$ cat config.mk
export PLATFORM = sky130hd
export DESIGN_NAME = gregorian_date_arithmetic
export DESIGN_NICKNAME = d
export VERILOG_FILES = /design/src/gda_pkg.sv /design/src/gda_cmp_sub.sv /design/src/gregorian_date_arithmetic.sv
export SDC_FILE = /design/constraint.sdc
export NUM_CORES = 1
export LEC_CHECK = 0
export ABC_CLOCK_PERIOD_IN_PS = 7970
export BUFFER_PORTS_ARGS = -buffer_cell sky130_fd_sc_hd__clkbuf_2
export CAP_MARGIN = 20
export CORE_AREA = 5 5 237 239
export CTS_CLUSTER_SIZE = 24
export DETAILED_ROUTE_END_ITERATION = 8
export DIE_AREA = 0 0 242 244
export GPL_ROUTABILITY_DRIVEN = 0
export HOLD_SLACK_MARGIN = 0.15
export SYNTH_ARGS = -nofsm -noshare
export SYNTH_HDL_FRONTEND = slang
export SYNTH_SLANG_ARGS = --single-unit
$ cat constraint.sdc
create_clock -name aclk -period 7.97 [get_ports aclk]
set_input_delay 0.797 -clock aclk [delete_from_list [all_inputs] [get_ports aclk]]
set_output_delay 0.797 -clock aclk [all_outputs]
set_load 0.01 [all_outputs]
$ cat src/gda_pkg.sv
package gda_pkg;

    localparam int MAX_YEAR = 9999;

    localparam int DAY_W    = 23;
    localparam int DIFF_W   = 23;
    localparam int S_DATA_W = 72;
    localparam int M_DATA_W = 56;

    // chunk sizes used by the stepping passes
    localparam logic [DAY_W-1:0] YEARS_400 = DAY_W'(400);
    localparam logic [DAY_W-1:0] YEARS_100 = DAY_W'(100);
    localparam logic [DAY_W-1:0] YEARS_4   = DAY_W'(4);
    localparam logic [DAY_W-1:0] YEARS_1   = DAY_W'(1);
    localparam logic [DAY_W-1:0] DAYS_400Y = DAY_W'(146097);
    localparam logic [DAY_W-1:0] DAYS_100Y = DAY_W'(36524);
    localparam logic [DAY_W-1:0] DAYS_4Y   = DAY_W'(1461);
    localparam logic [DAY_W-1:0] DAYS_1Y   = DAY_W'(365);

    localparam logic signed [DIFF_W:0] DIFF_MAX = (DIFF_W+1)'(4194303);
    localparam logic signed [DIFF_W:0] DIFF_MIN = -(DIFF_W+1)'(4194304);

    typedef enum logic [3:0] {
        S_IDLE,
        S_Y400,
        S_Y100,
        S_Y4,
        S_Y1,
        S_DMON,
        S_CALC,
        S_F400,
        S_F100,
        S_F4,
        S_F1,
        S_FMON,
        S_OUT
    } gda_state_t;

    typedef struct packed {
        logic             ge;
        logic [DAY_W-1:0] diff;
    } gda_cs_t;

    function automatic logic leap_const(int y);
        return (y % 400 == 0) || ((y % 4 == 0) && (y % 100 != 0));
    endfunction

    // day number of 31.12 of year y, counted from 1.1.0001
    function automatic int dec31_number(int y);
        int p;
        p = y - 1;
        return 365 * p + p / 4 - p / 100 + p / 400 + 364 + (leap_const(y) ? 1 : 0);
    endfunction

    localparam logic [DAY_W:0] LAST_DAY = (DAY_W+1)'(dec31_number(MAX_YEAR));

    function automatic logic [4:0] month_len(logic [3:0] m, logic leap);
        logic [4:0] len;
        case (m)
            4'd2:                    len = leap ? 5'd29 : 5'd28;
            4'd4, 4'd6, 4'd9, 4'd11: len = 5'd30;
            4'd1, 4'd3, 4'd5, 4'd7,
            4'd8, 4'd10, 4'd12:      len = 5'd31;
            default:                 len = 5'd0;
        endcase
        return len;
    endfunction

    // days before the first of month m in a common year
    function automatic logic [8:0] days_before(logic [3:0] m);
        logic [8:0] n;
        case (m)
            4'd2:    n = 9'd31;
            4'd3:    n = 9'd59;
            4'd4:    n = 9'd90;
            4'd5:    n = 9'd120;
            4'd6:    n = 9'd151;
            4'd7:    n = 9'd181;
            4'd8:    n = 9'd212;
            4'd9:    n = 9'd243;
            4'd10:   n = 9'd273;
            4'd11:   n = 9'd304;
            4'd12:   n = 9'd334;
            default: n = 9'd0;
        endcase
        return n;
    endfunction

endpackage

$ cat src/gda_cmp_sub.sv
module gda_cmp_sub (
    input  logic [gda_pkg::DAY_W-1:0] a,
    input  logic [gda_pkg::DAY_W-1:0] b,
    output gda_pkg::gda_cs_t          res
);
    import gda_pkg::*;

    logic [DAY_W:0] wide;

    // borrow out of the subtraction gives the compare
    assign wide     = {1'b0, a} - {1'b0, b};
    assign res.ge   = ~wide[DAY_W];
    assign res.diff = wide[DAY_W-1:0];

endmodule

$ cat src/gregorian_date_arithmetic.sv
// Gregorian date unit.
// Input channel s_*: one item per command. s_tuser is the command (0 add day_count to
// the first date, 1 signed days from the first date to the second); s_tdata holds both
// dates and the day count. Result channel m_*: one item per input item, in order.
// An item is worked on by a single compare-subtract unit under a small sequencer:
// each date is turned into a day number by stepping off 400-, 100-, 4- and 1-year
// chunks and adding the month offset, and an add result is turned back into a date by
// the same stepping plus up to eleven month steps.
// How long an item takes depends on the number of chunk steps through the compare-subtract
// unit; the block takes one item at a time and accepts the next only once it is idle again.
// s_tready is high only while the sequencer is idle.
// If the receiver stalls, the result waits in the output register and the next item
// is processed; it is held at the end until the output register is free.
// Reset (aresetn low at a clock edge) drops m_tvalid and returns the sequencer to idle.
module gregorian_date_arithmetic (
    input  logic                           aclk,
    input  logic                           aresetn,
    input  logic                           s_tvalid,
    output logic                           s_tready,
    // first_day, first_month, first_year, second_day, second_month, second_year,
    // day_count, zero fill
    input  logic [gda_pkg::S_DATA_W-1:0]   s_tdata,
    // cmd
    input  logic                           s_tuser,
    output logic                           m_tvalid,
    input  logic                           m_tready,
    // result_day, result_month, result_year, day_difference, first_valid,
    // second_valid, overflow, zero fill
    output logic [gda_pkg::M_DATA_W-1:0]   m_tdata
);
    import gda_pkg::*;

    gda_state_t state_reg, state_next;

    logic              cmd_reg, cmd_next;
    logic [4:0]        d1_reg, d1_next, d2_reg, d2_next;
    logic [3:0]        m1_reg, m1_next, m2_reg, m2_next;
    logic [13:0]       y1_reg, y1_next, y2_reg, y2_next;
    logic [19:0]       cnt_reg, cnt_next;
    logic              sel_reg, sel_next;
    logic [DAY_W-1:0]  rem_reg, rem_next;
    logic [DAY_W-1:0]  acc_reg, acc_next;
    logic [4:0]        step_reg, step_next;
    logic              f400_reg, f400_next, f100_reg, f100_next;
    logic              c3_reg, c3_next, q4top_reg, q4top_next;
    logic              leap_reg, leap_next;
    logic [3:0]        mon_reg, mon_next;
    logic [DAY_W-1:0]  n1_reg, n1_next, n2_reg, n2_next;
    logic              v1_reg, v1_next, v2_reg, v2_next;
    logic [4:0]        rday_reg, rday_next;
    logic [3:0]        rmon_reg, rmon_next;
    logic [13:0]       ryear_reg, ryear_next;
    logic [DIFF_W-1:0] diff_reg, diff_next;
    logic              ovf_reg, ovf_next;
    logic              m_tvalid_reg, m_tvalid_next;
    logic [M_DATA_W-1:0] m_tdata_reg, m_tdata_next;

    logic              s_acc;
    logic              out_free;
    logic [DAY_W-1:0]  sub_b;
    gda_cs_t           cs;

    logic [4:0]        cur_d;
    logic [3:0]        cur_m;
    logic [13:0]       cur_y;
    logic              cur_leap;
    logic [4:0]        cur_len;
    logic              cur_valid;
    logic [DAY_W-1:0]  cur_number;
    logic [DAY_W:0]    add_sum;
    logic signed [DIFF_W:0] diff_wide;
    logic [4:0]        fmon_len;

    assign s_tready = (state_reg == S_IDLE);
    assign s_acc    = s_tvalid && s_tready;
    assign out_free = !m_tvalid_reg || m_tready;
    assign m_tvalid = m_tvalid_reg;
    assign m_tdata  = m_tdata_reg;

    // date of the current day-number pass
    assign cur_d = sel_reg ? d2_reg : d1_reg;
    assign cur_m = sel_reg ? m2_reg : m1_reg;
    assign cur_y = sel_reg ? y2_reg : y1_reg;

    assign cur_leap  = f400_reg || ((cur_y[1:0] == 2'b00) && !f100_reg);
    assign cur_len   = month_len(cur_m, cur_leap);
    assign cur_valid = (cur_y >= 14'd1) && (cur_y <= 14'(MAX_YEAR))
                    && (cur_m >= 4'd1) && (cur_m <= 4'd12)
                    && (cur_d >= 5'd1) && (cur_d <= cur_len);
    assign cur_number = acc_reg + DAY_W'(days_before(cur_m))
                      + DAY_W'(cur_leap && (cur_m > 4'd2)) + DAY_W'(cur_d) - DAY_W'(1);

    assign add_sum   = {1'b0, n1_reg} + (DAY_W+1)'(cnt_reg);
    assign diff_wide = $signed({1'b0, n2_reg}) - $signed({1'b0, n1_reg});
    assign fmon_len  = month_len(mon_reg, leap_reg);

    always_comb begin
        case (state_reg)
            S_Y400:  sub_b = YEARS_400;
            S_Y100:  sub_b = YEARS_100;
            S_Y4:    sub_b = YEARS_4;
            S_Y1:    sub_b = YEARS_1;
            S_F400:  sub_b = DAYS_400Y;
            S_F100:  sub_b = DAYS_100Y;
            S_F4:    sub_b = DAYS_4Y;
            S_F1:    sub_b = DAYS_1Y;
            S_FMON:  sub_b = DAY_W'(fmon_len);
            default: sub_b = '0;
        endcase
    end

    gda_cmp_sub u_cmp_sub (
        .a   (rem_reg),
        .b   (sub_b),
        .res (cs)
    );

    // next state
    always_comb begin
        state_next = state_reg;
        case (state_reg)
            S_IDLE: if (s_acc) state_next = S_Y400;
            S_Y400: if (!cs.ge) state_next = S_Y100;
            S_Y100: if (!cs.ge) state_next = S_Y4;
            S_Y4:   if (!cs.ge) state_next = S_Y1;
            S_Y1:   if (!cs.ge) state_next = S_DMON;
            S_DMON: state_next = sel_reg ? S_CALC : S_Y400;
            S_CALC: begin
                if (cmd_reg || !v1_reg || (add_sum > LAST_DAY)) begin
                    state_next = S_OUT;
                end else begin
                    state_next = S_F400;
                end
            end
            S_F400: if (!cs.ge) state_next = S_F100;
            S_F100: if (!(cs.ge && (step_reg < 5'd3))) state_next = S_F4;
            S_F4:   if (!cs.ge) state_next = S_F1;
            S_F1:   if (!(cs.ge && (step_reg < 5'd3))) state_next = S_FMON;
            S_FMON: if (!(cs.ge && (mon_reg < 4'd12))) state_next = S_OUT;
            S_OUT:  if (out_free) state_next = S_IDLE;
            default: state_next = S_IDLE;
        endcase
    end

    // datapath
    always_comb begin
        cmd_next   = cmd_reg;
        d1_next    = d1_reg;
        m1_next    = m1_reg;
        y1_next    = y1_reg;
        d2_next    = d2_reg;
        m2_next    = m2_reg;
        y2_next    = y2_reg;
        cnt_next   = cnt_reg;
        sel_next   = sel_reg;
        rem_next   = rem_reg;
        acc_next   = acc_reg;
        step_next  = step_reg;
        f400_next  = f400_reg;
        f100_next  = f100_reg;
        c3_next    = c3_reg;
        q4top_next = q4top_reg;
        leap_next  = leap_reg;
        mon_next   = mon_reg;
        n1_next    = n1_reg;
        n2_next    = n2_reg;
        v1_next    = v1_reg;
        v2_next    = v2_reg;
        rday_next  = rday_reg;
        rmon_next  = rmon_reg;
        ryear_next = ryear_reg;
        diff_next  = diff_reg;
        ovf_next   = ovf_reg;
        m_tdata_next  = m_tdata_reg;
        m_tvalid_next = m_tvalid_reg && !m_tready;

        case (state_reg)
            S_IDLE: begin
                if (s_acc) begin
                    cmd_next = s_tuser;
                    d1_next  = s_tdata[4:0];
                    m1_next  = s_tdata[8:5];
                    y1_next  = s_tdata[22:9];
                    d2_next  = s_tdata[27:23];
                    m2_next  = s_tdata[31:28];
                    y2_next  = s_tdata[45:32];
                    cnt_next = s_tdata[65:46];
                    sel_next = 1'b0;
                    // year zero wraps to a large count, harmless since it is invalid
                    rem_next = DAY_W'(14'(s_tdata[22:9] - 14'd1));
                    acc_next = '0;
                end
            end
            S_Y400: begin
                if (cs.ge) begin
                    rem_next = cs.diff;
                    acc_next = acc_reg + DAYS_400Y;
                end else begin
                    f400_next = (rem_reg == DAY_W'(399));
                end
            end
            S_Y100: begin
                if (cs.ge) begin
                    rem_next = cs.diff;
                    acc_next = acc_reg + DAYS_100Y;
                end else begin
                    f100_next = (rem_reg == DAY_W'(99));
                end
            end
            S_Y4: begin
                if (cs.ge) begin
                    rem_next = cs.diff;
                    acc_next = acc_reg + DAYS_4Y;
                end
            end
            S_Y1: begin
                if (cs.ge) begin
                    rem_next = cs.diff;
                    acc_next = acc_reg + DAYS_1Y;
                end
            end
            S_DMON: begin
                if (sel_reg) begin
                    n2_next = cur_number;
                    v2_next = cur_valid;
                end else begin
                    n1_next  = cur_number;
                    v1_next  = cur_valid;
                    sel_next = 1'b1;
                    rem_next = DAY_W'(14'(y2_reg - 14'd1));
                    acc_next = '0;
                end
            end
            S_CALC: begin
                rday_next  = d1_reg;
                rmon_next  = m1_reg;
                ryear_next = y1_reg;
                diff_next  = '0;
                ovf_next   = 1'b0;
                if (cmd_reg) begin
                    if (v1_reg && v2_reg) begin
                        if (diff_wide > DIFF_MAX) begin
                            diff_next = DIFF_MAX[DIFF_W-1:0];
                        end else if (diff_wide < DIFF_MIN) begin
                            diff_next = DIFF_MIN[DIFF_W-1:0];
                        end else begin
                            diff_next = diff_wide[DIFF_W-1:0];
                        end
                    end
                end else if (v1_reg) begin
                    if (add_sum > LAST_DAY) begin
                        rday_next  = 5'd31;
                        rmon_next  = 4'd12;
                        ryear_next = 14'(MAX_YEAR);
                        ovf_next   = 1'b1;
                    end else begin
                        rem_next  = add_sum[DAY_W-1:0];
                        acc_next  = DAY_W'(1);
                        step_next = '0;
                    end
                end
            end
            S_F400: begin
                if (cs.ge) begin
                    rem_next = cs.diff;
                    acc_next = acc_reg + YEARS_400;
                end
            end
            S_F100: begin
                // century count is capped at three
                if (cs.ge && (step_reg < 5'd3)) begin
                    rem_next  = cs.diff;
                    acc_next  = acc_reg + YEARS_100;
                    step_next = step_reg + 5'd1;
                end else begin
                    c3_next   = (step_reg == 5'd3);
                    step_next = '0;
                end
            end
            S_F4: begin
                if (cs.ge) begin
                    rem_next  = cs.diff;
                    acc_next  = acc_reg + YEARS_4;
                    step_next = step_reg + 5'd1;
                end else begin
                    q4top_next = (step_reg == 5'd24);
                    step_next  = '0;
                end
            end
            S_F1: begin
                if (cs.ge && (step_reg < 5'd3)) begin
                    rem_next  = cs.diff;
                    acc_next  = acc_reg + YEARS_1;
                    step_next = step_reg + 5'd1;
                end else begin
                    // fourth year of a cycle is leap unless it closes a plain century
                    leap_next = (step_reg == 5'd3) && (!q4top_reg || c3_reg);
                    mon_next  = 4'd1;
                end
            end
            S_FMON: begin
                if (cs.ge && (mon_reg < 4'd12)) begin
                    rem_next = cs.diff;
                    mon_next = mon_reg + 4'd1;
                end else begin
                    rday_next  = rem_reg[4:0] + 5'd1;
                    rmon_next  = mon_reg;
                    ryear_next = acc_reg[13:0];
                end
            end
            S_OUT: begin
                if (out_free) begin
                    m_tvalid_next = 1'b1;
                    m_tdata_next  = {7'b0, ovf_reg, v2_reg, v1_reg, diff_reg,
                                     ryear_reg, rmon_reg, rday_reg};
                end
            end
            default: begin
            end
        endcase
    end

    always_ff @(posedge aclk) begin
        if (!aresetn) begin
            state_reg    <= S_IDLE;
            m_tvalid_reg <= 1'b0;
        end else begin
            state_reg    <= state_next;
            m_tvalid_reg <= m_tvalid_next;
        end
    end

    always_ff @(posedge aclk) begin
        cmd_reg     <= cmd_next;
        d1_reg      <= d1_next;
        m1_reg      <= m1_next;
        y1_reg      <= y1_next;
        d2_reg      <= d2_next;
        m2_reg      <= m2_next;
        y2_reg      <= y2_next;
        cnt_reg     <= cnt_next;
        sel_reg     <= sel_next;
        rem_reg     <= rem_next;
        acc_reg     <= acc_next;
        step_reg    <= step_next;
        f400_reg    <= f400_next;
        f100_reg    <= f100_next;
        c3_reg      <= c3_next;
        q4top_reg   <= q4top_next;
        leap_reg    <= leap_next;
        mon_reg     <= mon_next;
        n1_reg      <= n1_next;
        n2_reg      <= n2_next;
        v1_reg      <= v1_next;
        v2_reg      <= v2_next;
        rday_reg    <= rday_next;
        rmon_reg    <= rmon_next;
        ryear_reg   <= ryear_next;
        diff_reg    <= diff_next;
        ovf_reg     <= ovf_next;
        m_tdata_reg <= m_tdata_next;
    end

endmodule

==> flow_metrics.py <==
metrics = {
    "timing": {
        "worst_slew_pin_slew_ns": 1.02,
        "finalHoldViolations": 0,
        "relSlewSlack": 0.321,
        "fin_ws_ns": 2.23,
        "setup-violations-final": 0,
        "period_needed_ns": 5.74,
        "rsz0062_at_grt": "false",
        "finClkSkew_ns": 0.0188,
        "hold_ws_ns": 0.412,
        "final.period_utilization": 0.720,
        "slew_viol_final": 0,
        "fin_tns_setup_ns": 0,
        "fmax_mhz": 174,
    },
    "cells_and_area": {
        "finish.utilization": 0.396,
        "drive_gt1_frac": 0.130,
        "syn_to_final_growth_pct": 14.5,
        "nets": 2167,
        "stdcell_area_um2": 21200,
        "largest_reg_flops": 49,
    },
    "cts": {
        "cts_buffers": 34,
        "holdBufCountCts": 0,
        "cts_max_path_buffers": 3,
        "clock-root-buffer": "clkbuf_16",
        "cts.sinks": 277,
        "post_cts_resized": 0,
        "clk_latency_ns": 0.53,
        "htreeDepth": 2,
        "path_clk_slew_ns": 0.06,
        "post_cts_buffers": 0,
        "cts_tree": "built",
    },
    "place": {
        "place_ws_ns": 2.20,
        "portBuffers": 121,
        "post_dp_cell_area_um2": 19900,
        "hpwl_um": 38600,
    },
    "detailed_routing": {
        "antenna_left": 0,
        "routed_wl_um": 50500,
        "drc_errors": 0,
        "num_vias": 14300,
        "wl_per_cell_um": 19.1,
        "drtIter0Drc": 1042,
        "dr.pass1.iters": 5,
        "vias_per_cell": 5.40,
    },
    "global_route": {
        "antenna_found_initial": 3,
        "grt_overflow": 0,
        "grt_max_degree": 59,
        "track_usage": 0.165,
        "grt_first_pass_wirelength_um": 78400,
        "grt_pass1_vias": 13800,
    },
    "floorplanning": {
        "core_area_um2": 53600,
        "die_x_um": 242,
        "ios": 135,
        "die_area_um2": 59000,
        "rows": 85,
        "initial_core_util": 0.346,
        "die_h_um": 244,
    },
    "worst_setup_path": {
        "cp_data_arrival_time_ns": 5.92,
        "crit_path_start_kind": "register",
        "crit_required_ns": 8.16,
        "worstPathMaxFanout": 31,
        "cp-end-kind": "register",
        "criticalPathCategory": "reg2reg",
    },
    "yosys": {
        "synth_warnings": 0,
        "synth.avg_cell_area_um2": 10.3,
        "synthTopCellsByArea": "edfxtp_1, ha_1, xnor2_1",
        "ys_ff_latch": 277,
        "yosys_most_used_dff": "edfxtp_1",
        "synth_top_cell_by_area": "edfxtp_1",
        "ys_async_sr_fraction": 0,
        "ys_seq_area_frac": 0.446,
        "syn_inst": 1793,
        "synth_edf_count": 272,
        "synth_cell_type_count": 92,
        "syn-cell-area_um2": 18500,
        "yosys-top-cells-count": "edfxtp_1, ha_1, inv_1",
        "synth_top_area_share": 0.441,
        "synth.most_common_cell": "edfxtp_1",
    },
    "pwr": {
        "powerDensity_nw_per_um2": 405,
        "swShare": 0.412,
        "peakVddDrop_uv": 228,
        "p_switching_w": 0.00353,
        "clkPwrFrac": 0.205,
        "p_leak_nw": 8.42,
        "comb_power_share": 0.499,
        "power.internal_w": 0.00505,
        "pwr-share-seq": 0.296,
    },
    "run_status": {
        "status": "complete, no violations",
    },
    "run": {
        "maxCapViolations": 0,
    },
    "hold_path": {
        "hold_class": "reg2reg",
    },
}
==> layer usage <==
metal,vias to the layer above,GRT usage,routed length [µm]
met5,-,0,8
met4,2,0.0562,1730
met2,388,0.259,22200
met1,6790,0.230,23500
met3,89,0.0306,3030
li1,6984,-,-
==> logic make-up after synthesis <==
logic type                 share of synthesized area
DFF                                            0.446
adders and majority gates                      0.121
other                                       0.000202
muxes                                         0.0177
xor gates and xnor gates                      0.0525
and+or+nand+nor                                0.135
buffers and inverters                         0.0422
AOI/OAI and AO/OA                              0.186
==> stage by stage <==
stage	instances	power, W
floorplan	1799	0.00561
global route	2637	0.00922
global placement	2576	0.00670
detailed placement	2576	0.00680
finish	2638	0.00858
CTS	2636	0.00862
==> layout by cell type (no fill, tap or decap), types with 14 or more instances in the layout <==
master / instances
o21a_1: 25
nor2_1: 127
a21oi_1: 112
inv_1: 132
nor2b_1: 19
o211ai_1: 18
or3_1: 24
a211oi_1: 14
xor2_1: 42
nand4_1: 18
clkbuf_16: 37
nand3_1: 43
clkbuf_2: 121
nand2_1: 102
nor3_1: 50
o221ai_1: 16
o21ai_0: 103
a31oi_1: 24
o22ai_1: 16
xnor2_1: 69
a21o_1: 45
nand2b_1: 25
o31ai_1: 15
mux2i_1: 26
and3_1: 28
edfxtp_1: 272
buf_4: 20
ha_1: 163
o21bai_1: 14
==> layout make-up <==
cell class / count / area [µm²]
clock inverters: 23 / 355
flip-flops and latches: 277 / 8270
multi-input cells: 1328 / 9500
inverters: 134 / 503
well taps: 696 / 871
fillers: 5251 / 32400
clock buffers: 37 / 926
diodes: 1 / 2.50
repair buffers: 142 / 783
==> worst paths after layout <==
path	startpoint	endpoint	slack (ns)	cells after the start
min	diff_reg[11]	m_tdata[34]	0.41	0
max	state_reg[1]	rem_reg[13]	2.23	17
max reg2reg	state_reg[1]	rem_reg[13]	2.23	17
min reg2reg	diff_reg[11]	m_tdata[34]	0.41	0
==> power by group through the flow <==
stage                     registers [W]  logic (W)  clock network (W)
after floorplan                 0.00240    0.00321                  0
after global placement          0.00256    0.00414                  0
after detailed placement        0.00256    0.00424                  0
after CTS                       0.00254    0.00427            0.00181
after global routing            0.00257    0.00479            0.00186
final                           0.00254    0.00428            0.00176
==> worst max-delay path: stages (launching register included) <==
cell      delay [ns]
dfxtp_1         0.80
nor2b_1         0.47
nand3_1         0.13
buf_4           0.27
o41ai_1         0.63
a21oi_1         0.15
ha_1            0.36
a21oi_1         0.08
a21boi_0        0.24
o21ai_0         0.16
a21oi_1         0.43
a211oi_1        0.17
o21ai_0         0.22
buf_4           0.23
o21ai_0         0.12
a211o_1         0.35
a221oi_2        0.20
buf_4           0.37
(Power assumes the default switching activity.)
